File: src/rtl/core/cb40_pkg.sv
package cb40_pkg;

    // Field widths of the channels.
    localparam int CHUNK_W  = 16;
    localparam int CHAR_W   = 7;
    localparam int COUNT_W  = 2;

    // Callsign limits.
    localparam int MAX_CHARS  = 9;
    localparam int NUM_CHUNKS = 3;

    // Valid range of a nonzero chunk.
    localparam logic [CHUNK_W-1:0] CHUNK_MIN = 16'h0640;
    localparam logic [CHUNK_W-1:0] CHUNK_MAX = 16'hF9FF;

    // Base-40 digit arithmetic.
    localparam int SYM_W     = 6;
    localparam int REM1_W    = 11;
    localparam int NUM_SLOTS = 3;
    localparam logic [CHUNK_W-1:0] WEIGHT_HI  = 16'd1600;
    localparam logic [REM1_W-1:0]  WEIGHT_MID = 11'd40;

    // value / 1600 == (value >> 6) / 25, and x / 25 == (x * 5243) >> 17 for x < 1024.
    localparam int          DIV25_SHIFT = 17;
    localparam logic [12:0] DIV25_MUL   = 13'd5243;
    // y / 5 == (y * 205) >> 10 for y < 256.
    localparam int          DIV5_SHIFT  = 10;
    localparam logic [7:0]  DIV5_MUL    = 8'd205;

    // Symbol codes.
    localparam logic [SYM_W-1:0] SYM_EMPTY     = 6'd0;
    localparam logic [SYM_W-1:0] SYM_LETTER_LO = 6'd1;
    localparam logic [SYM_W-1:0] SYM_LETTER_HI = 6'd26;
    localparam logic [SYM_W-1:0] SYM_DIGIT_LO  = 6'd27;
    localparam logic [SYM_W-1:0] SYM_DIGIT_HI  = 6'd36;
    localparam logic [SYM_W-1:0] SYM_SLASH     = 6'd37;
    localparam logic [SYM_W-1:0] SYM_DASH      = 6'd38;
    localparam logic [SYM_W-1:0] SYM_CARET     = 6'd39;

    // Running state widths.
    localparam int LEN_W = 5;
    localparam logic [LEN_W-1:0] LEN_SAT = 5'd31;
    localparam int IDX_W = $clog2(NUM_CHUNKS + 1);

    // Queue between front and back.
    localparam int QUEUE_DEPTH = 2;
    localparam int QPTR_W      = (QUEUE_DEPTH > 1) ? $clog2(QUEUE_DEPTH) : 1;
    localparam int QCNT_W      = $clog2(QUEUE_DEPTH + 1);

    // One classified chunk, as it travels from front to back.
    typedef struct packed {
        logic [SYM_W-1:0]  sym0;
        logic [SYM_W-1:0]  sym1;
        logic [REM1_W-1:0] rem1;
        logic              is_zero;
        logic              bad_range;
        logic              final_chunk;
    } cb40_entry_t;

    function automatic logic [CHAR_W-1:0] symbol_to_ascii(input logic [SYM_W-1:0] sym);
        logic [CHAR_W-1:0] ch;
        ch = '0;
        if (sym >= SYM_LETTER_LO && sym <= SYM_LETTER_HI) begin
            ch = 7'(sym) + 7'd64;
        end
        else if (sym >= SYM_DIGIT_LO && sym <= SYM_DIGIT_HI) begin
            ch = 7'(sym) + 7'd21;
        end
        else if (sym == SYM_SLASH) begin
            ch = 7'h2F;
        end
        else if (sym == SYM_DASH) begin
            ch = 7'h2D;
        end
        else if (sym == SYM_CARET) begin
            ch = 7'h5E;
        end
        return ch;
    endfunction

endpackage

File: src/rtl/core/cb40_ifs.sv
interface cb40_chunk_if;
    import cb40_pkg::*;

    logic               valid;
    logic               ready;
    logic [CHUNK_W-1:0] chunk_value;
    logic               final_chunk;

    modport source (output valid, output chunk_value, output final_chunk, input ready);
    modport sink   (input valid, input chunk_value, input final_chunk, output ready);
endinterface

interface cb40_result_if;
    import cb40_pkg::*;

    logic               valid;
    logic               ready;
    logic [CHAR_W-1:0]  char_first;
    logic [CHAR_W-1:0]  char_second;
    logic [CHAR_W-1:0]  char_third;
    logic [COUNT_W-1:0] char_count;
    logic               verdict_ready;
    logic               callsign_ok;

    modport source (output valid, output char_first, output char_second, output char_third,
                    output char_count, output verdict_ready, output callsign_ok, input ready);
    modport sink   (input valid, input char_first, input char_second, input char_third,
                    input char_count, input verdict_ready, input callsign_ok, output ready);
endinterface

File: src/rtl/core/cb40_front.sv
module cb40_front (
    input  logic                 clk,
    input  logic                 rst_n,
    cb40_chunk_if.sink           chunk,
    output logic                 push_valid,
    output cb40_pkg::cb40_entry_t push_entry,
    input  logic                 push_ready
);
    import cb40_pkg::*;

    // Stage one: range classification and the top digit.
    logic               s1_valid_reg;
    logic [CHUNK_W-1:0] s1_value_reg;
    logic               s1_final_reg;
    logic [SYM_W-1:0]   s1_q1_reg;
    logic               s1_zero_reg;
    logic               s1_bad_reg;

    // Stage two: the middle digit and the remainder below the top digit.
    logic        s2_valid_reg;
    cb40_entry_t s2_entry_reg;

    logic              s1_move;
    logic              s2_move;
    logic [22:0]       q1_prod;
    logic              in_zero;
    logic [CHUNK_W-1:0] rem_hi;
    logic [7:0]        mid_in;
    logic [15:0]       q2_prod;
    cb40_entry_t       s2_entry_next;

    assign s2_move     = !s2_valid_reg || push_ready;
    assign s1_move     = !s1_valid_reg || s2_move;
    assign chunk.ready = s1_move;

    assign q1_prod = 23'(chunk.chunk_value[CHUNK_W-1:6]) * 23'(DIV25_MUL);
    assign in_zero = (chunk.chunk_value == '0);

    assign rem_hi  = s1_value_reg - 16'(s1_q1_reg) * WEIGHT_HI;
    assign mid_in  = rem_hi[REM1_W-1:3];
    assign q2_prod = 16'(mid_in) * 16'(DIV5_MUL);

    always_comb
    begin
        s2_entry_next.sym0        = s1_q1_reg;
        s2_entry_next.sym1        = q2_prod[DIV5_SHIFT+SYM_W-1:DIV5_SHIFT];
        s2_entry_next.rem1        = rem_hi[REM1_W-1:0];
        s2_entry_next.is_zero     = s1_zero_reg;
        s2_entry_next.bad_range   = s1_bad_reg;
        s2_entry_next.final_chunk = s1_final_reg;
    end

    always_ff @(posedge clk or negedge rst_n)
    begin
        if (!rst_n) begin
            s1_valid_reg <= 1'b0;
            s2_valid_reg <= 1'b0;
        end
        else begin
            if (s1_move) begin
                s1_valid_reg <= chunk.valid;
            end
            if (s2_move) begin
                s2_valid_reg <= s1_valid_reg;
            end
        end
    end

    always_ff @(posedge clk)
    begin
        if (s1_move && chunk.valid) begin
            s1_value_reg <= chunk.chunk_value;
            s1_final_reg <= chunk.final_chunk;
            s1_q1_reg    <= q1_prod[DIV25_SHIFT+SYM_W-1:DIV25_SHIFT];
            s1_zero_reg  <= in_zero;
            s1_bad_reg   <= !in_zero && (chunk.chunk_value < CHUNK_MIN ||
                                         chunk.chunk_value > CHUNK_MAX);
        end
        if (s2_move && s1_valid_reg) begin
            s2_entry_reg <= s2_entry_next;
        end
    end

    assign push_valid = s2_valid_reg;
    assign push_entry = s2_entry_reg;

endmodule

File: src/rtl/core/cb40_queue.sv
module cb40_queue (
    input  logic                  clk,
    input  logic                  rst_n,
    input  logic                  push_valid,
    input  cb40_pkg::cb40_entry_t push_entry,
    output logic                  push_ready,
    output logic                  pop_valid,
    output cb40_pkg::cb40_entry_t pop_entry,
    input  logic                  pop_ready
);
    import cb40_pkg::*;

    cb40_entry_t       slot_reg [QUEUE_DEPTH];
    logic [QPTR_W-1:0] wr_ptr_reg;
    logic [QPTR_W-1:0] rd_ptr_reg;
    logic [QCNT_W-1:0] count_reg;

    logic do_push;
    logic do_pop;

    assign push_ready = (count_reg != QCNT_W'(QUEUE_DEPTH));
    assign pop_valid  = (count_reg != '0);
    assign pop_entry  = slot_reg[rd_ptr_reg];
    assign do_push    = push_valid && push_ready;
    assign do_pop     = pop_valid && pop_ready;

    always_ff @(posedge clk or negedge rst_n)
    begin
        if (!rst_n) begin
            wr_ptr_reg <= '0;
            rd_ptr_reg <= '0;
            count_reg  <= '0;
        end
        else begin
            if (do_push) begin
                wr_ptr_reg <= (wr_ptr_reg == QPTR_W'(QUEUE_DEPTH - 1)) ? '0 : wr_ptr_reg + 1'b1;
            end
            if (do_pop) begin
                rd_ptr_reg <= (rd_ptr_reg == QPTR_W'(QUEUE_DEPTH - 1)) ? '0 : rd_ptr_reg + 1'b1;
            end
            if (do_push && !do_pop) begin
                count_reg <= count_reg + 1'b1;
            end
            else if (do_pop && !do_push) begin
                count_reg <= count_reg - 1'b1;
            end
        end
    end

    always_ff @(posedge clk)
    begin
        if (do_push) begin
            slot_reg[wr_ptr_reg] <= push_entry;
        end
    end

endmodule

File: src/rtl/core/cb40_back.sv
module cb40_back (
    input  logic                  clk,
    input  logic                  rst_n,
    input  logic                  pop_valid,
    input  cb40_pkg::cb40_entry_t pop_entry,
    output logic                  pop_ready,
    cb40_result_if.source         result
);
    import cb40_pkg::*;

    // Callsign state.
    logic             at_first_reg;
    logic             saw_empty_reg;
    logic             has_failed_reg;
    logic [LEN_W-1:0] length_reg;
    logic [IDX_W-1:0] index_reg;

    logic             at_first_next;
    logic             saw_empty_next;
    logic             has_failed_next;
    logic [LEN_W-1:0] length_next;
    logic [IDX_W-1:0] index_next;

    // Output register.
    logic               out_valid_reg;
    logic [CHAR_W-1:0]  char_reg [NUM_SLOTS];
    logic [COUNT_W-1:0] count_reg;
    logic               verdict_reg;
    logic               ok_reg;

    logic [CHAR_W-1:0]  char_next [NUM_SLOTS];
    logic [COUNT_W-1:0] count_next;
    logic               ok_next;

    logic [REM1_W-1:0] rem2;
    logic [SYM_W-1:0]  sym [NUM_SLOTS];
    logic              take;

    assign pop_ready = !out_valid_reg || result.ready;
    assign take      = pop_valid && pop_ready;

    assign rem2   = pop_entry.rem1 - 11'(pop_entry.sym1) * WEIGHT_MID;
    assign sym[0] = pop_entry.sym0;
    assign sym[1] = pop_entry.sym1;
    assign sym[2] = rem2[SYM_W-1:0];

    always_comb
    begin
        saw_empty_next  = saw_empty_reg;
        has_failed_next = has_failed_reg;
        length_next     = length_reg;
        index_next      = index_reg;
        count_next      = '0;
        for (int k = 0; k < NUM_SLOTS; k++) begin
            char_next[k] = '0;
        end

        if (index_reg >= IDX_W'(NUM_CHUNKS)) begin
            has_failed_next = 1'b1;
        end
        else begin
            index_next = index_reg + 1'b1;
        end

        if (pop_entry.is_zero) begin
            if (at_first_reg) begin
                has_failed_next = 1'b1;
            end
            saw_empty_next = 1'b1;
        end
        else if (pop_entry.bad_range) begin
            has_failed_next = 1'b1;
        end
        else begin
            // Slots are taken in order; a character after a gap poisons the callsign.
            for (int k = 0; k < NUM_SLOTS; k++) begin
                if (sym[k] == SYM_EMPTY) begin
                    saw_empty_next = 1'b1;
                end
                else begin
                    if (saw_empty_next) begin
                        has_failed_next = 1'b1;
                    end
                    char_next[k] = symbol_to_ascii(sym[k]);
                    count_next   = count_next + 1'b1;
                    if (length_next != LEN_SAT) begin
                        length_next = length_next + 1'b1;
                    end
                    if (length_next > LEN_W'(MAX_CHARS)) begin
                        has_failed_next = 1'b1;
                    end
                end
            end
        end

        at_first_next = 1'b0;
        ok_next = pop_entry.final_chunk && !has_failed_next && (length_next != '0);

        if (pop_entry.final_chunk) begin
            at_first_next   = 1'b1;
            saw_empty_next  = 1'b0;
            has_failed_next = 1'b0;
            length_next     = '0;
            index_next      = '0;
        end
    end

    always_ff @(posedge clk or negedge rst_n)
    begin
        if (!rst_n) begin
            at_first_reg   <= 1'b1;
            saw_empty_reg  <= 1'b0;
            has_failed_reg <= 1'b0;
            length_reg     <= '0;
            index_reg      <= '0;
            out_valid_reg  <= 1'b0;
        end
        else begin
            if (take) begin
                at_first_reg   <= at_first_next;
                saw_empty_reg  <= saw_empty_next;
                has_failed_reg <= has_failed_next;
                length_reg     <= length_next;
                index_reg      <= index_next;
            end
            if (pop_ready) begin
                out_valid_reg <= pop_valid;
            end
        end
    end

    always_ff @(posedge clk)
    begin
        if (take) begin
            for (int k = 0; k < NUM_SLOTS; k++) begin
                char_reg[k] <= char_next[k];
            end
            count_reg   <= count_next;
            verdict_reg <= pop_entry.final_chunk;
            ok_reg      <= ok_next;
        end
    end

    assign result.valid         = out_valid_reg;
    assign result.char_first    = char_reg[0];
    assign result.char_second   = char_reg[1];
    assign result.char_third    = char_reg[2];
    assign result.char_count    = count_reg;
    assign result.verdict_ready = verdict_reg;
    assign result.callsign_ok   = ok_reg;

    // A final beat always leaves the state as after reset.
    a_final_clears: assert property (@(posedge clk) disable iff (!rst_n)
        take && pop_entry.final_chunk |=> at_first_reg && length_reg == '0 &&
                                          !has_failed_reg && !saw_empty_reg)
        else $error("state not cleared after final chunk");

    // An accepted verdict of ok only comes with the verdict flag.
    a_ok_needs_verdict: assert property (@(posedge clk) disable iff (!rst_n)
        out_valid_reg && ok_reg |-> verdict_reg)
        else $error("callsign_ok without verdict_ready");

    // The count agrees with the nonzero character slots.
    a_count_matches: assert property (@(posedge clk) disable iff (!rst_n)
        out_valid_reg |-> 32'($countones({char_reg[0] != '0, char_reg[1] != '0,
                                            char_reg[2] != '0})) == 32'(count_reg))
        else $error("char_count disagrees with characters");

endmodule

File: src/rtl/core/callsign_base40_decoder.sv
// Base-40 callsign decoder. Each input beat carries one 16-bit chunk holding three
// base-40 symbols (first symbol weighted by 1600, second by 40) and a flag marking
// the last chunk of a callsign. Every beat produces exactly one result beat with the
// three decoded ASCII characters in slot order (0 for an empty slot) and their count;
// the result for the last chunk also carries the verdict for the whole callsign, after
// which the decoder starts afresh. A zero first chunk, a nonzero chunk outside
// 1600..63999, a character following an empty slot, more than nine characters, more
// than three chunks, or a callsign with no characters all make the verdict not ok.
// Throughput is one chunk per clock while result ready stays high. A result is valid
// once its chunk has passed these registers in order: the first and then the second
// of two front stages that split the chunk into digits by reciprocal multiplication,
// the two-entry queue, and the output register, which the back end loads as it updates
// the callsign state. The queue lets the front keep taking chunks while a finished
// result waits on the output; input ready drops only once the queue and both front
// stages are full.
module callsign_base40_decoder (
    input  logic          clk,
    input  logic          rst_n,
    cb40_chunk_if.sink    chunk,
    cb40_result_if.source result
);
    import cb40_pkg::*;

    logic        push_valid;
    logic        push_ready;
    cb40_entry_t push_entry;
    logic        pop_valid;
    logic        pop_ready;
    cb40_entry_t pop_entry;

    // Front end: digit extraction and range classification, no callsign state.
    cb40_front u_front (
        .clk        (clk),
        .rst_n      (rst_n),
        .chunk      (chunk),
        .push_valid (push_valid),
        .push_entry (push_entry),
        .push_ready (push_ready)
    );

    // Short queue so the front and back stall independently.
    cb40_queue u_queue (
        .clk        (clk),
        .rst_n      (rst_n),
        .push_valid (push_valid),
        .push_entry (push_entry),
        .push_ready (push_ready),
        .pop_valid  (pop_valid),
        .pop_entry  (pop_entry),
        .pop_ready  (pop_ready)
    );

    // Back end: per-callsign flags, character mapping and the output register.
    cb40_back u_back (
        .clk       (clk),
        .rst_n     (rst_n),
        .pop_valid (pop_valid),
        .pop_entry (pop_entry),
        .pop_ready (pop_ready),
        .result    (result)
    );

endmodule
File: src/flat_wrapper.sv
// flat-port wrapper written by rule: the top's interface ports become plain ports
module callsign_base40_decoder_flat import cb40_pkg::*;
  (clk, rst_n, chunk_valid, chunk_chunk_value, chunk_final_chunk, chunk_ready, result_valid, result_char_first, result_char_second, result_char_third, result_char_count, result_verdict_ready, result_callsign_ok, result_ready);
  cb40_chunk_if chunk_i ();
  cb40_result_if result_i ();
  input  logic clk;
  input  logic rst_n;
  input wire logic [$bits(chunk_i.valid)-1:0] chunk_valid;
  input wire logic [$bits(chunk_i.chunk_value)-1:0] chunk_chunk_value;
  input wire logic [$bits(chunk_i.final_chunk)-1:0] chunk_final_chunk;
  output wire logic [$bits(chunk_i.ready)-1:0] chunk_ready;
  output wire logic [$bits(result_i.valid)-1:0] result_valid;
  output wire logic [$bits(result_i.char_first)-1:0] result_char_first;
  output wire logic [$bits(result_i.char_second)-1:0] result_char_second;
  output wire logic [$bits(result_i.char_third)-1:0] result_char_third;
  output wire logic [$bits(result_i.char_count)-1:0] result_char_count;
  output wire logic [$bits(result_i.verdict_ready)-1:0] result_verdict_ready;
  output wire logic [$bits(result_i.callsign_ok)-1:0] result_callsign_ok;
  input wire logic [$bits(result_i.ready)-1:0] result_ready;
  assign chunk_i.valid = chunk_valid;
  assign chunk_i.chunk_value = chunk_chunk_value;
  assign chunk_i.final_chunk = chunk_final_chunk;
  assign chunk_ready = chunk_i.ready;
  assign result_valid = result_i.valid;
  assign result_char_first = result_i.char_first;
  assign result_char_second = result_i.char_second;
  assign result_char_third = result_i.char_third;
  assign result_char_count = result_i.char_count;
  assign result_verdict_ready = result_i.verdict_ready;
  assign result_callsign_ok = result_i.callsign_ok;
  assign result_i.ready = result_ready;
  callsign_base40_decoder u_core (.clk(clk), .rst_n(rst_n), .chunk(chunk_i), .result(result_i));
endmodule
File: config.mk
export PLATFORM = sky130hd
export DESIGN_NAME = callsign_base40_decoder_flat
export DESIGN_NICKNAME = d
export VERILOG_FILES = /design/src/rtl/core/cb40_pkg.sv /design/src/rtl/core/cb40_ifs.sv /design/src/rtl/core/cb40_front.sv /design/src/rtl/core/cb40_queue.sv /design/src/rtl/core/cb40_back.sv /design/src/rtl/core/callsign_base40_decoder.sv /design/src/flat_wrapper.sv
export SDC_FILE = /design/constraint.sdc
export NUM_CORES = 1
export LEC_CHECK = 0
export ABC_AREA = 1
export BUFFER_PORTS_ARGS = -buffer_cell sky130_fd_sc_hd__buf_2
export CELL_PAD_IN_SITES_DETAIL_PLACEMENT = 0
export CELL_PAD_IN_SITES_GLOBAL_PLACEMENT = 2
export CORE_UTILIZATION = 37
export CTS_CLUSTER_SIZE = 24
export DETAILED_ROUTE_END_ITERATION = 7
export HOLD_SLACK_MARGIN = 0.1
export PLACE_DENSITY_LB_ADDON = 0.3
export SLEW_MARGIN = 10
export SYNTH_ARGS = -nofsm -noshare
export SYNTH_HDL_FRONTEND = slang
export SYNTH_SLANG_ARGS = --single-unit
File: constraint.sdc
create_clock -name clk -period 5.3 [get_ports clk]
set_clock_uncertainty 0.15 [all_clocks]
set_input_delay 0.53 -clock clk [delete_from_list [all_inputs] [get_ports clk]]
set_output_delay 0.53 -clock clk [all_outputs]
set_load 0.05 [all_outputs]
* Yosys cells after proc, flatten, opt, wreduce, memory -nomap -nowiden *
Memories as Yosys holds them, arrays and structs flattened.
Cells that the tools add are included.

storage, ports and cells
  memories kept = 2
  memory bits (writable) = 73
  logic and storage cells = 202
  bits in registers = 67

operators by class
  add/subtract/negate cells = 18
  order comparisons = 18
  reductions and logical operators = 36
  equality and inequality tests = 15
  multiply operators = 4
  muxes and demuxes = 84

memory list
  name                     words  width  rd ports  clocked after memory_dff  write ports  RTL line          source
  u_core.u_queue.slot_reg  2      26     1         0                         1            cb40_queue.sv:13  cb40_entry_t slot_reg [QUEUE_DEPTH];
  u_core.u_back.char_reg   3      7      3         0                         3            cb40_back.sv:26   logic [CHAR_W-1:0] char_reg [NUM_SLOTS];

operator list
  cell                                                                              count
  7-bit 2-to-1 mux                                                                  18
  5-bit 2-to-1 mux                                                                  22
  6-bit equality test, second input constant                                        9
  21-bit 2-to-1 mux                                                                 2
  1-bit 2-to-1 mux                                                                  32
  10-bit by 13-bit multiplier with 23-bit output, second input constant             1
  6-bit by 5-bit adder with 7-bit output, second input constant                     3
  6-bit by 7-bit adder with 7-bit output, second input constant                     3
  2-bit 2-to-1 mux                                                                  10
  6-bit by 1-bit >= comparator with 1-bit output, second input constant             3
  6-bit by 5-bit >= comparator with 1-bit output, second input constant             3
  6-bit by 5-bit less-or-equal comparator with 1-bit output, second input constant  3
  6-bit less-or-equal comparator, second input constant                             3
  6-bit zero test                                                                   3
  16-bit greater-than comparator, second input constant                             1
  16-bit zero test                                                                  1
  16-bit by 11-bit less-than comparator with 1-bit output, second input constant    1
  8-bit by 8-bit multiplier with 16-bit output, second input constant               1
  5-bit by 1-bit adder with 5-bit output, second input constant                     3
  5-bit by 4-bit greater-than comparator with 1-bit output, second input constant   3
  1-bit logical AND                                                                 15
  5-bit != test, second input constant                                              3
  11-bit subtractor                                                                 1
  2-bit by 1-bit adder with 2-bit output, second input constant                     4
  14 further kinds                                                                  27

* Depth between registers and ports, before layout *
Gate-level depths: netlist of run 1.

  depth in word-level cells = 29
  depth in mapped cells = 29
  mapped depth without buffers = 29

* By module *
From an unflattened synthesis of run 1, not the netlist that was laid out.

unflattened totals
  cell total of the unflattened synthesis = 1212
  area, all modules = 10861.7 sq um

by module, submodules not included
  module      cells an instance  area each (sq um)  times used
  cb40_front  643                5749.3             1
  cb40_back   405                2956.6             1
  cb40_queue  164                2155.8             1

* Worst setup path after synthesis of run 1 *
Ideal clock, no wire load.

  path kind = reg-to-reg
  from = register u_core.u_front.s1_q1_reg[0]
  to = register u_core.u_front.s2_entry_reg (netlist bit u_core.u_front.push_entry[19]), data pin
  library setup time = 261 ps
  required time = 4889 ps
  data arrival time = 5119 ps
  stages on the path, launching flop included = 29
  setup slack = -230 ps
  period minus slack after synthesis = 5530 ps
  cells stage by stage = edfxtp_1 ha_1 inv_1 fa_1 a21oi_1 nor2_1 nor2_1 xor2_1 xor2_1 ha_1 inv_1 fa_1 inv_1 fa_1 ha_1 ha_1 a21oi_1 o21ai_0 nor2_1 inv_1 nand2_1 inv_1 or2_2 a21oi_1 o21bai_1 a21oi_1 nor2_1 nor2_1 xor2_1

between the ends
  word-level cells in the longest chain between the ends = 3

ends and longest elaborated chain
  element                                       RTL line          source
  start, declared                               cb40_front.sv:15  logic [SYM_W-1:0] s1_q1_reg;
  start signal, assigned                        cb40_front.sv:74  s1_q1_reg <= q1_prod[DIV25_SHIFT+SYM_W-1:DIV25_SHIFT];
  6-bit by 5-bit multiplier with 5-bit output   cb40_front.sv:39  assign rem_hi = s1_value_reg - 16'(s1_q1_reg) * WEIGHT_HI;
  11-bit subtractor                             cb40_front.sv:39
  8-bit by 8-bit multiplier with 16-bit output  cb40_front.sv:41  assign q2_prod = 16'(mid_in) * 16'(DIV5_MUL);
  via u_core.u_front.q2_prod[15]                cb40_front.sv:29  logic [15:0] q2_prod;
  end signal, assigned                          cb40_front.sv:80  s2_entry_reg <= s2_entry_next;
  end, declared                                 cb40_front.sv:21  cb40_entry_t s2_entry_reg;

The timed path passes the listed nets, and every way through them passes these cells.
A chain may end at the register's enable or synchronous reset.

* Final worst setup path of run 1 *
  from = register u_core.u_front.s1_value_reg[6]
  to = register u_core.u_front.s2_entry_reg (netlist bit u_core.u_front.push_entry[19]), data pin

between the ends
  word-level cells in the longest chain between the ends = 2

ends and longest elaborated chain
  element                                       RTL line          source
  start, declared                               cb40_front.sv:13  logic [CHUNK_W-1:0] s1_value_reg;
  start signal, assigned                        cb40_front.sv:72  s1_value_reg <= chunk.chunk_value;
  11-bit subtractor                             cb40_front.sv:39
  8-bit by 8-bit multiplier with 16-bit output  cb40_front.sv:41
  via u_core.u_front.q2_prod[15]                cb40_front.sv:29

The timed path passes the listed nets, and every way through them passes these cells.

==> results of run 1 <==
cells by family after synthesis:
group                    after synthesis  share of synthesized area
XOR/XNOR                              30                     0.0281
AND/OR/NAND/NOR                      293                      0.140
flip-flops                           125                      0.372
AO/OA/AOI/OAI                        146                     0.0875
buffers and inverters                220                     0.0876
multiplexers                           2                    0.00203
adder cells (fa/ha/maj)              195                      0.283
worst max-delay path: cells and delay by family, from the launching register on:
family / cells / cell delay (ns)
DFF: 1 / 0.36
AOI/OAI and AO/OA: 6 / 0.77
adders and majority gates: 7 / 2.27
and+or+nand+nor: 7 / 0.73
xor gates and xnor gates: 3 / 0.42
buffers and inverters: 6 / 0.30
stage by stage:
| stage | instance area (sq um) | setup slack [ns] |
|---|---|---|
| 3_5_place_dp | 10700 | -0.121 |
| 4_1_cts | 11300 | -0.00770 |
| 3_3_place_gp | 10700 | -0.0296 |
| 5_1_grt | 11400 | -0.350 |
| 2_1_floorplan | 9920 | 0.0491 |
| 6_report | 11400 | 0.0537 |
area by class of cell:
| cell class | instances | area share |
|---|---|---|
| Clock buffer | 17 | 0.0374 |
| Clock inverter | 15 | 0.0128 |
| Inverter | 212 | 0.0702 |
| Multi-Input combinational cell | 666 | 0.478 |
| Sequential cell | 125 | 0.323 |
| Tap cell | 335 | 0.0369 |
| Timing Repair Buffer | 78 | 0.0417 |
routing by layer:
layer	global-route usage	vias to the layer above
li1	-	3540
met1	0.206	3120
met2	0.280	100
met3	0.0230	20
met4	0.0463	0
met5	0	-
synth_stat cells (5+ instances only):
cell type,instances,share of area
a21oi_1,46,0.023
dfrtp_1,16,0.041
edfxtp_1,108,0.33
fa_1,47,0.095
ha_1,148,0.19
inv_1,204,0.078
inv_2,7,0.0027
nand2_1,139,0.053
nand2_2,8,0.0051
nand3_1,38,0.019
nand4_1,11,0.0070
nor2_1,42,0.016
nor3_1,16,0.0081
nor4_1,5,0.0032
o211ai_1,9,0.0068
o21ai_0,51,0.026
o21ai_1,5,0.0025
o21ai_2,5,0.0044
o31ai_1,5,0.0038
or2_1,5,0.0032
or2_2,11,0.0070
xnor2_1,8,0.0071
xor2_1,20,0.018
worst paths after layout:
check                      depth (start not counted)                             to
max in group asynchronous                          2     u_core.u_back.at_first_reg
setup reg to reg                                  29  u_core.u_front.push_entry[19]
setup / recovery                                  29  u_core.u_front.push_entry[19]
hold / removal                                     2     u_core.u_back.result.valid
hold reg to reg                                    0   u_core.u_front.push_entry[0]
min in group asynchronous                          2    u_core.u_front.s1_valid_reg
timing repair:
item,CTS,global route
pin swaps,15,17
hold endpoints to repair,16,0
buffers inserted,1,2
hold buffers,1,0
endpoints found under the setup margin,2,3
resized for setup,7,6
==> impl_metrics.csv, run 1 <==
group,metric,value,unit
outcome,status,"finished with violations",
outcome,violations,"design-rule violations",
grt,grt_pass1_wl,33800,um
placement,portBuffers,47,
route,routed_wl,20000,um
sta,maxSlewViolCount,0,
route,drt_iter0_markers,377,
route,via_per_inst,4.68,
sta,layout_min_cycle_time,5.25,ns
cells_and_area,seq_area,3670,sq um
floorplanning,rows,59,
setup_path,crit_start,"u_core.u_front.s1_value_reg[6]",
cts,htree_levels,4,
setup_path,path_class,"reg -> reg",
sta,grt_setup_unrepaired,"true",
grt,grt_max_degree,35,
route,wl_met3,506,um
setup_path,crit_path_end_kind,"flop",
floorplanning,start_util,0.378,
cells_and_area,fillers,2564,
setup_path,critPathSlowestCell,"fa_1",
run,maxCapViolations,0,
setup_path,rr_startpoint,"u_core.u_front.s1_value_reg[6]",
cts,cts_tree,"yes",
cts,clock_sinks,125,
cells_and_area,multi_input_area,5440,sq um
floorplanning,fp.dieW,165,um
setup_path,crit_path_max_fanout,3,
logic_synthesis,synth_edf_count,108,
cts,path_clk_slew,0.06,ns
setup_path,crit_top_cell,"nor2_1",
cells_and_area,fin_cells,1448,
route,vias,6780,
logic_synthesis,synth_top_flop_cell,"edfxtp_1",
floorplanning,ioPinCount,48,
logic_synthesis,synth_nets,1227,
placement,hpwl,16300,um
floorplanning,die_height,165,um
cells_and_area,postLayoutCoreUtil,0.435,
grt,grt_pass1_vias,6782,
logic_synthesis,synthCells,1011,
logic_synthesis,avgSynthCellArea,9.76,sq um
cells_and_area,syn2layout_area_growth,15.2,%
logic_synthesis,synth_seq_cells,125,
setup_path,timing.reg2reg.setup_slack,0.05,ns
placement,dp_cells,1412,
cells_and_area,final_common_cell,"inv_1",
route,dr_wl_met2,9820,um
cts,cts_buffers,17,
placement,gp_congestion,0.813,
route,drc,10,
sta,fin_crit_sh,0.990,
setup_path,required,5.32,ns
cells_and_area,final_cell_mix,"inv_1 (200), ha_1 (144), nand2_1 (138)",
cells_and_area,largest_register_ffs,42,
grt,grt_antenna_before_repair,0,
sta,hold-worst-slack,0.148,ns
cells_and_area,num_antenna_cells,0,
setup_path,max_stage_delay,0.47,ns
grt,grt_overflow,0,
route,wl_per_cell,13.8,um
cells_and_area,fin_nets,1316,
min_path,hp-start,"result_ready",
cts,clk-insertion-delay-late,0.42,ns
floorplanning,fp.dieArea,27300,sq um
floorplanning,design.core.area,26100,sq um
route,top_layer,"met4",
setup_path,worst_ep_arrival_time,5.27,ns
sta,setup_tns,0,ns
grt,grt_usage,0.160,
route,met1_length,9460,um
sta,hold_viol_final,0,
cells_and_area,drive_above_1_share,0.164,
route,ant_nets,0,
logic_synthesis,yosysWarningCount,0,
logic_synthesis,yosysSeqAreaShare,0.372,
logic_synthesis,async_flop_share,0.136,
setup_path,cp-start-kind,"flop",
min_path,worstHoldPathType,"in -> reg",
logic_synthesis,syn-cell-area,9870,sq um
cts,cts.path.max_buffers,2,
sta,setup_viol,0,
sta,fmax,191,MHz
route,drt-pass1-iter-count,8,
sta,slew_headroom,0.234,
sta,worst_pin_slew,1.15,ns
logic_synthesis,synth_cell_type_count,53,
cts,clock-root-buffer,"clkbuf_16",
Power of run 1 is not shown: default switching activity piles up to over one toggle a cycle in this logic, so the estimate is an artifact.
==> run 2: changes to the inputs <==
--- a/config.mk
+++ b/config.mk
@@ -5,12 +5,11 @@
 export SDC_FILE = /design/constraint.sdc
 export NUM_CORES = 1
 export LEC_CHECK = 0
-export ABC_AREA = 1
 export BUFFER_PORTS_ARGS = -buffer_cell sky130_fd_sc_hd__buf_2
 export CELL_PAD_IN_SITES_DETAIL_PLACEMENT = 0
 export CELL_PAD_IN_SITES_GLOBAL_PLACEMENT = 2
-export CORE_UTILIZATION = 37
-export CTS_CLUSTER_SIZE = 24
+export CORE_UTILIZATION = 39
+export CTS_CLUSTER_SIZE = 12
 export DETAILED_ROUTE_END_ITERATION = 7
 export HOLD_SLACK_MARGIN = 0.1
 export PLACE_DENSITY_LB_ADDON = 0.3
==> run 2 against run 1 <==
Global-route usage is 0.88 points lower; synthesized cell count is 16% lower; largest cell class unchanged; non-clock buffer count decreased by 7; count of clock-buffer cells in the layout increased by 1; cell area fell by 3.8%; wire length shrank 10%; the run now ends clean; critical path depth is 11 lower; synthesized area is 3.0% lower; worst setup slack improved by 0.24 ns; hold slack about the same; sequential cell count unchanged; highest routed layer unchanged.
==> impl_metrics.csv, run 2 <==
group,metric,value,unit
outcome,status,"completed",
placement,portBuffers,47,
route,met1_length,8790,um
sta,fmax,200,MHz
floorplanning,die_height,159,um
sta,worst_pin_slew,0.981,ns
setup_path,worst_ep_arrival_time,5.03,ns
setup_path,path_cells,"buf_2, fa_1, fa_1, inv_1, fa_1, fa_1, inv_1, fa_1, ha_1, o21a_1, o21a_1, o21a_1, o21ai_0, nand2b_1, a32oi_1, nand3b_1, a21oi_1, xnor2_1",
setup_path,max_stage_delay,0.54,ns
sta,maxSlewViolCount,0,
floorplanning,rows,56,
grt,grt_pass1_wl,30500,um
cts,cts_tree,"yes",
cells_and_area,fin_area,10900,sq um
route,dr_wl_met2,8420,um
min_path,worstHoldPathType,"in -> reg",
logic_synthesis,synth_top_area_frac,0.339,
route,vias,6201,
setup_path,crit_path_end_kind,"flop",
setup_path,required,5.32,ns
sta,slew_headroom,0.346,
logic_synthesis,yosys-top-cells-count,"ha_1 (148), inv_1 (128), edfxtp_1 (108)",
logic_synthesis,synth.most_common_cell,"ha_1",
cells_and_area,largest_register_ffs,42,
route,via_per_inst,4.93,
sta,setup_viol,0,
floorplanning,fp.dieArea,25200,sq um
cells_and_area,drive_above_1_share,0.147,
route,ant_nets,0,
cts,path_clk_slew,0.06,ns
route,routed_wl,18000,um
logic_synthesis,synth_area_leaders,"edfxtp_1 (34%), ha_1 (19%), fa_1 (9.8%)",
logic_synthesis,avgSynthCellArea,11.3,sq um
cells_and_area,syn2layout_area_growth,14.2,%
setup_path,critPathSlowestCell,"fa_1",
min_path,whs_path_depth,1,
route,wl_per_cell,14.3,um
logic_synthesis,yosysSeqAreaShare,0.383,
placement,placed_area,10300,sq um
cells_and_area,final_common_cell,"ha_1",
grt,grt_pass1_vias,6089,
cts,cts.path.max_buffers,2,
route,drt_iter0_markers,246,
logic_synthesis,synth_top_flop_cell,"edfxtp_1",
placement,preCtsSetupSlack,-0.146,ns
logic_synthesis,synthCells,849,
setup_path,timing.rr.end,"u_core.u_front.push_entry[16]",
setup_path,crit_path_max_fanout,2,
cts,clock_sinks,125,
cts,htree_levels,4,
sta,hold_viol_final,0,
setup_path,crit_top_cell,"fa_1",
cells_and_area,fin_nets,1141,
floorplanning,start_util,0.403,
logic_synthesis,async_flop_share,0.136,
setup_path,rr_startpoint,"u_core.u_front.s1_q1_reg[0]",
grt,grt_usage,0.152,
route,drt-pass1-iter-count,4,
logic_synthesis,yosys.area.top_type,"edfxtp_1",
sta,grt_setup_unrepaired,"false",
route,wl_met3,508,um
setup_path,cp-start-kind,"input port",
cells_and_area,postLayoutCoreUtil,0.461,
placement,gp_congestion,0.819,
logic_synthesis,synth_edf_count,108,
grt,grt_max_degree,31,
placement,dp_cells,1223,
sta,layout_min_cycle_time,5.01,ns
logic_synthesis,synth_nets,1065,
setup_path,timing.reg2reg.setup_slack,0.35,ns
sta,worst_slack,0.294,ns
setup_path,reg2reg_depth,17,
logic_synthesis,synth_cell_type_count,80,
logic_synthesis,syn-cell-area,9580,sq um
cells_and_area,final_cell_mix,"ha_1 (148), inv_1 (128), edfxtp_1 (108)",
cts,cts_buffers,17,
floorplanning,design.core.area,23800,sq um
grt,grt_antenna_before_repair,0,
floorplanning,ioPinCount,48,
cells_and_area,num_antenna_cells,0,
placement,hpwl,14600,um
sta,fin_crit_sh,0.945,
setup_path,path_buf_inv,3,
min_path,hp-start,"chunk_final_chunk",
setup_path,crit_family,"adder cells",
setup_path,path_class,"in -> reg",
logic_synthesis,synth_seq_cells,125,
logic_synthesis,yosysWarningCount,0,
route,top_layer,"met4",
run,maxCapViolations,0,
cts,clk-insertion-delay-late,0.42,ns
grt,grt_overflow,0,
route,drc,0,
min_path,hold_path_end,"u_core.u_front.s1_final_reg",
cts,clock-root-buffer,"clkbuf_16",
cells_and_area,fin_cells,1257,
floorplanning,fp.dieW,159,um
run 2: worst register-to-register path, stage by stage, from the launching register on:
cell and delay [ns]:
edfxtp_1 0.47, ha_1 0.32, inv_1 0.04, ha_1 0.32, xor2_2 0.21, ha_1 0.35, fa_1 0.55, inv_1 0.06
fa_1 0.51, inv_1 0.06, fa_1 0.48, ha_1 0.30, a21o_1 0.17, a21oi_2 0.16, buf_4 0.14, o21bai_1 0.09
a211oi_1 0.26, nor2_1 0.06
run 2: kinds of logic after synthesis:
group                      after synthesis  synth area share
DFF                                    125             0.383
adders and majority gates              195             0.292
xor gates and xnor gates                32            0.0293
muxes                                   29            0.0319
AOI/OAI and AO/OA                      162             0.121
buffers and inverters                  143            0.0577
and+or+nand+nor                        163            0.0853
run 2: worst max-delay path by stage:
| stage | from | end | cells past startpoint |
|---|---|---|---|
| floorplan | chunk_chunk_value[13] | u_core.u_front.s1_q1_reg[5] | 17 |
| global placement | chunk_chunk_value[13] | u_core.u_front.s1_q1_reg[3] | 18 |
| detailed placement | chunk_chunk_value[13] | u_core.u_front.s1_q1_reg[3] | 18 |
| CTS | u_core.u_front.s1_q1_reg[0] | u_core.u_front.push_entry[19] | 17 |
| global route | chunk_chunk_value[13] | u_core.u_front.s1_q1_reg[3] | 18 |
| finish | chunk_chunk_value[13] | u_core.u_front.s1_q1_reg[3] | 18 |
run 2: layout make-up:
class | instances | area, sq um
Inverter | 129 | 484
Clock buffer | 18 | 429
Tap cell | 319 | 399
Timing Repair Buffer | 71 | 418
Sequential cell | 125 | 3670
Clock inverter | 14 | 160
Fill cell | 2215 | 12800
Multi-Input combinational cell | 581 | 5380
run 2: stage by stage:
step	setup TNS (ns)	hold WS [ns]
2_1_floorplan	0	0.0844
3_3_place_gp	-0.226	0.253
5_1_grt	0	0.131
3_5_place_dp	-0.321	0.256
4_1_cts	0	0.129
6_report	0	0.148
run 2: timing repair:
item | CTS | global route
setup endpoints to repair | 0 | 3
setup buffers | 0 | 1
hold buffers | 1 | 0
resized for setup | 0 | 4
endpoints found under the hold margin | 16 | 0
run 2: layer usage:
metal	GRT usage	vias up
met2	0.252	105
met4	0.0455	0
met1	0.199	2883
li1	-	3191
met3	0.0287	22
met5	0	-
Power of run 2 is left out for the same reason.
==> run 3: changes to the inputs <==
==> constraint.sdc (replaced) <==
create_clock -name clk -period 4.6 [get_ports clk]
set_clock_uncertainty 0.15 [all_clocks]
set_input_delay 0.46 -clock clk [delete_from_list [all_inputs] [get_ports clk]]
set_output_delay 0.46 -clock clk [all_outputs]
set_load 0.05 [all_outputs]
==> run 3 against run 2 <==
The flow now finishes with violations (negative setup slack); worst setup slack got worse by 0.40 ns; register-to-register slack got worse by 0.45 ns; hold slack worse by 0.036 ns; sequential share of layout area decreased by 1.2 points; cell area is 3.9% higher; critical path depth grew 3; die area did not move; via count up 2.7%; critical path type is now reg -> reg.
==> impl_metrics.csv, run 3 (same netlist as run 2, synthesis figures left out) <==
group,metric,value,unit
run,maxCapViolations,0,
grt,global_route.usage.met3,0.0293,
sta,maxSlewViolCount,0,
sta,fmax,213,MHz
min_path,hp-start,"chunk_valid",
cts,path_clk_slew,0.05,ns
cts,clk-insertion-delay-late,0.41,ns
floorplanning,fp.dieArea,25200,sq um
setup_path,path_class,"reg -> reg",
grt,use_met2,0.266,
cells_and_area,multi_input_area,5520,sq um
outcome,violations,"negative setup slack",
cells_and_area,syn2layout_area_growth,18.6,%
route,via_per_inst,4.92,
cells_and_area,num_antenna_cells,0,
placement,gp_congestion,0.841,
sta,setup_viol,9,
route,ant_nets,0,
cts,cts_tree,"yes",
route,routed_wl,18800,um
route,drc,0,
setup_path,crit_path_max_fanout,3,
sta,worst_slack,-0.104,ns
grt,grt_max_degree,32,
grt,grt_overflow,0,
grt,grt_pass1_vias,6403,
setup_path,timing.rr.end,"u_core.u_front.push_entry[19]",
cts,cts.path.max_buffers,2,
cells_and_area,fillers,2222,
cts,clock-root-buffer,"clkbuf_16",
setup_path,required,4.60,ns
floorplanning,fp.dieW,159,um
sta,fin_crit_sh,1.02,
setup_path,worst_ep_arrival_time,4.71,ns
sta,layout_min_cycle_time,4.70,ns
sta,worst_pin_slew,1.01,ns
route,vias,6367,
sta,hold_viol_final,0,
floorplanning,ioPinCount,48,
cells_and_area,final_common_cell,"ha_1",
min_path,worstHoldPathType,"in -> reg",
setup_path,cp-start-kind,"flop",
floorplanning,rows,56,
route,drt_iter0_markers,271,
sta,slew_headroom,0.325,
grt,grt.met1_usage,0.205,
sta,setup_tns,-0.484,ns
min_path,whs_path_depth,2,
setup_path,max_stage_delay,0.53,ns
floorplanning,die_height,159,um
grt,grt_antenna_before_repair,0,
grt,grt_pass1_wl,31900,um
route,wl_per_cell,14.5,um
grt,grt-busiest-layer,"met2",
sta,grt_setup_unrepaired,"true",
cells_and_area,fin_nets,1178,
cells_and_area,final_cell_mix,"ha_1 (144), inv_1 (122), edfxtp_1 (108)",
setup_path,crit_path_end_kind,"flop",
floorplanning,start_util,0.403,
placement,portBuffers,47,
grt,grt_usage,0.158,
cells_and_area,postLayoutCoreUtil,0.478,
setup_path,path_cells,"inv_1, ha_2, inv_2, fa_2, xor2_4, buf_6, ha_1, ha_1, inv_1, fa_1, inv_1, ha_1, a31o_2, a21o_1, a21o_1, a21o_1, a21oi_2, buf_4, o21ai_2, o41ai_2, xnor2_1",
cells_and_area,largest_register_ffs,42,
cells_and_area,seq_area,3670,sq um
setup_path,timing.reg2reg.setup_slack,-0.10,ns
cells_and_area,drive_above_1_share,0.199,
route,drt-pass1-iter-count,4,
min_path,hold_path_end,"u_core.u_front.s1_valid_reg",
setup_path,critPathSlowestCell,"fa_1",
setup_path,reg2reg_depth,21,
setup_path,rr_startpoint,"u_core.u_front.s1_value_reg[6]",
outcome,status,"finished with violations",
cts,htree_levels,4,
cts,clock_sinks,125,
placement,hpwl,15200,um
floorplanning,design.core.area,23800,sq um
cts,cts_buffers,17,
[run 3: worst max-delay path: cells and delay by family, from the launching register on]
| family | cells | cell delay [ns] |
|---|---|---|
| compound gates | 7 | 1.22 |
| fa+ha+maj | 6 | 1.91 |
| buf+inv | 6 | 0.48 |
| flops | 1 | 0.39 |
| xor+xnor | 2 | 0.29 |
[run 3: final cells by class]
cell class	instances	share of cell area
Inverter	129	0.0426
Sequential cell	125	0.323
Timing Repair Buffer	108	0.0634
Multi-Input combinational cell	581	0.486
Tap cell	319	0.0351
Clock buffer	17	0.0374
Clock inverter	14	0.0127
[run 3: timing repair]
| item | 4_1_cts | 5_1_grt |
|---|---|---|
| pin swaps | 30 | 13 |
| endpoints found under the setup margin | 9 | 12 |
| gates resized for setup | 11 | 7 |
| hold endpoints to repair | 18 | 1 |
| setup buffers | 2 | 2 |
| hold buffers | 3 | 1 |
[run 3: per-layer routing]
layer  vias to the layer above  wire [um]  share of wire
li1                       3266          -              -
met1                      2969       8900           0.47
met2                       116       9020           0.48
met3                        16        619          0.033
met4                         0        226          0.012
met5                         -          0              0
[run 3: metrics by stage]
step                cells  cell area, sq um  setup WS, ns  hold WS [ns]
global route         1293             11400        -0.336         0.116
finish               1293             11400        -0.104         0.112
CTS                  1291             11300        -0.189         0.101
global placement     1255             10700        -0.579         0.253
detailed placement   1255             10700        -0.617         0.255
floorplan             849              9690        -0.288        0.0144
[run 3: how the worst max path moves through the flow]
stage,startpoint,to,slack (ns),cells after the start
final,u_core.u_front.s1_value_reg[6],u_core.u_front.push_entry[19],-0.10,21
after global routing,u_core.u_front.s1_value_reg[6],u_core.u_front.push_entry[18],-0.34,20
after CTS,u_core.u_front.s1_value_reg[6],u_core.u_front.push_entry[18],-0.19,20
after detailed placement,chunk_chunk_value[15],u_core.u_front.s1_q1_reg[3],-0.62,18
after global placement,chunk_chunk_value[15],u_core.u_front.s1_q1_reg[3],-0.58,18
after floorplan,chunk_chunk_value[15],u_core.u_front.s1_q1_reg[3],-0.29,17
Power of run 3 is left out for the same reason.
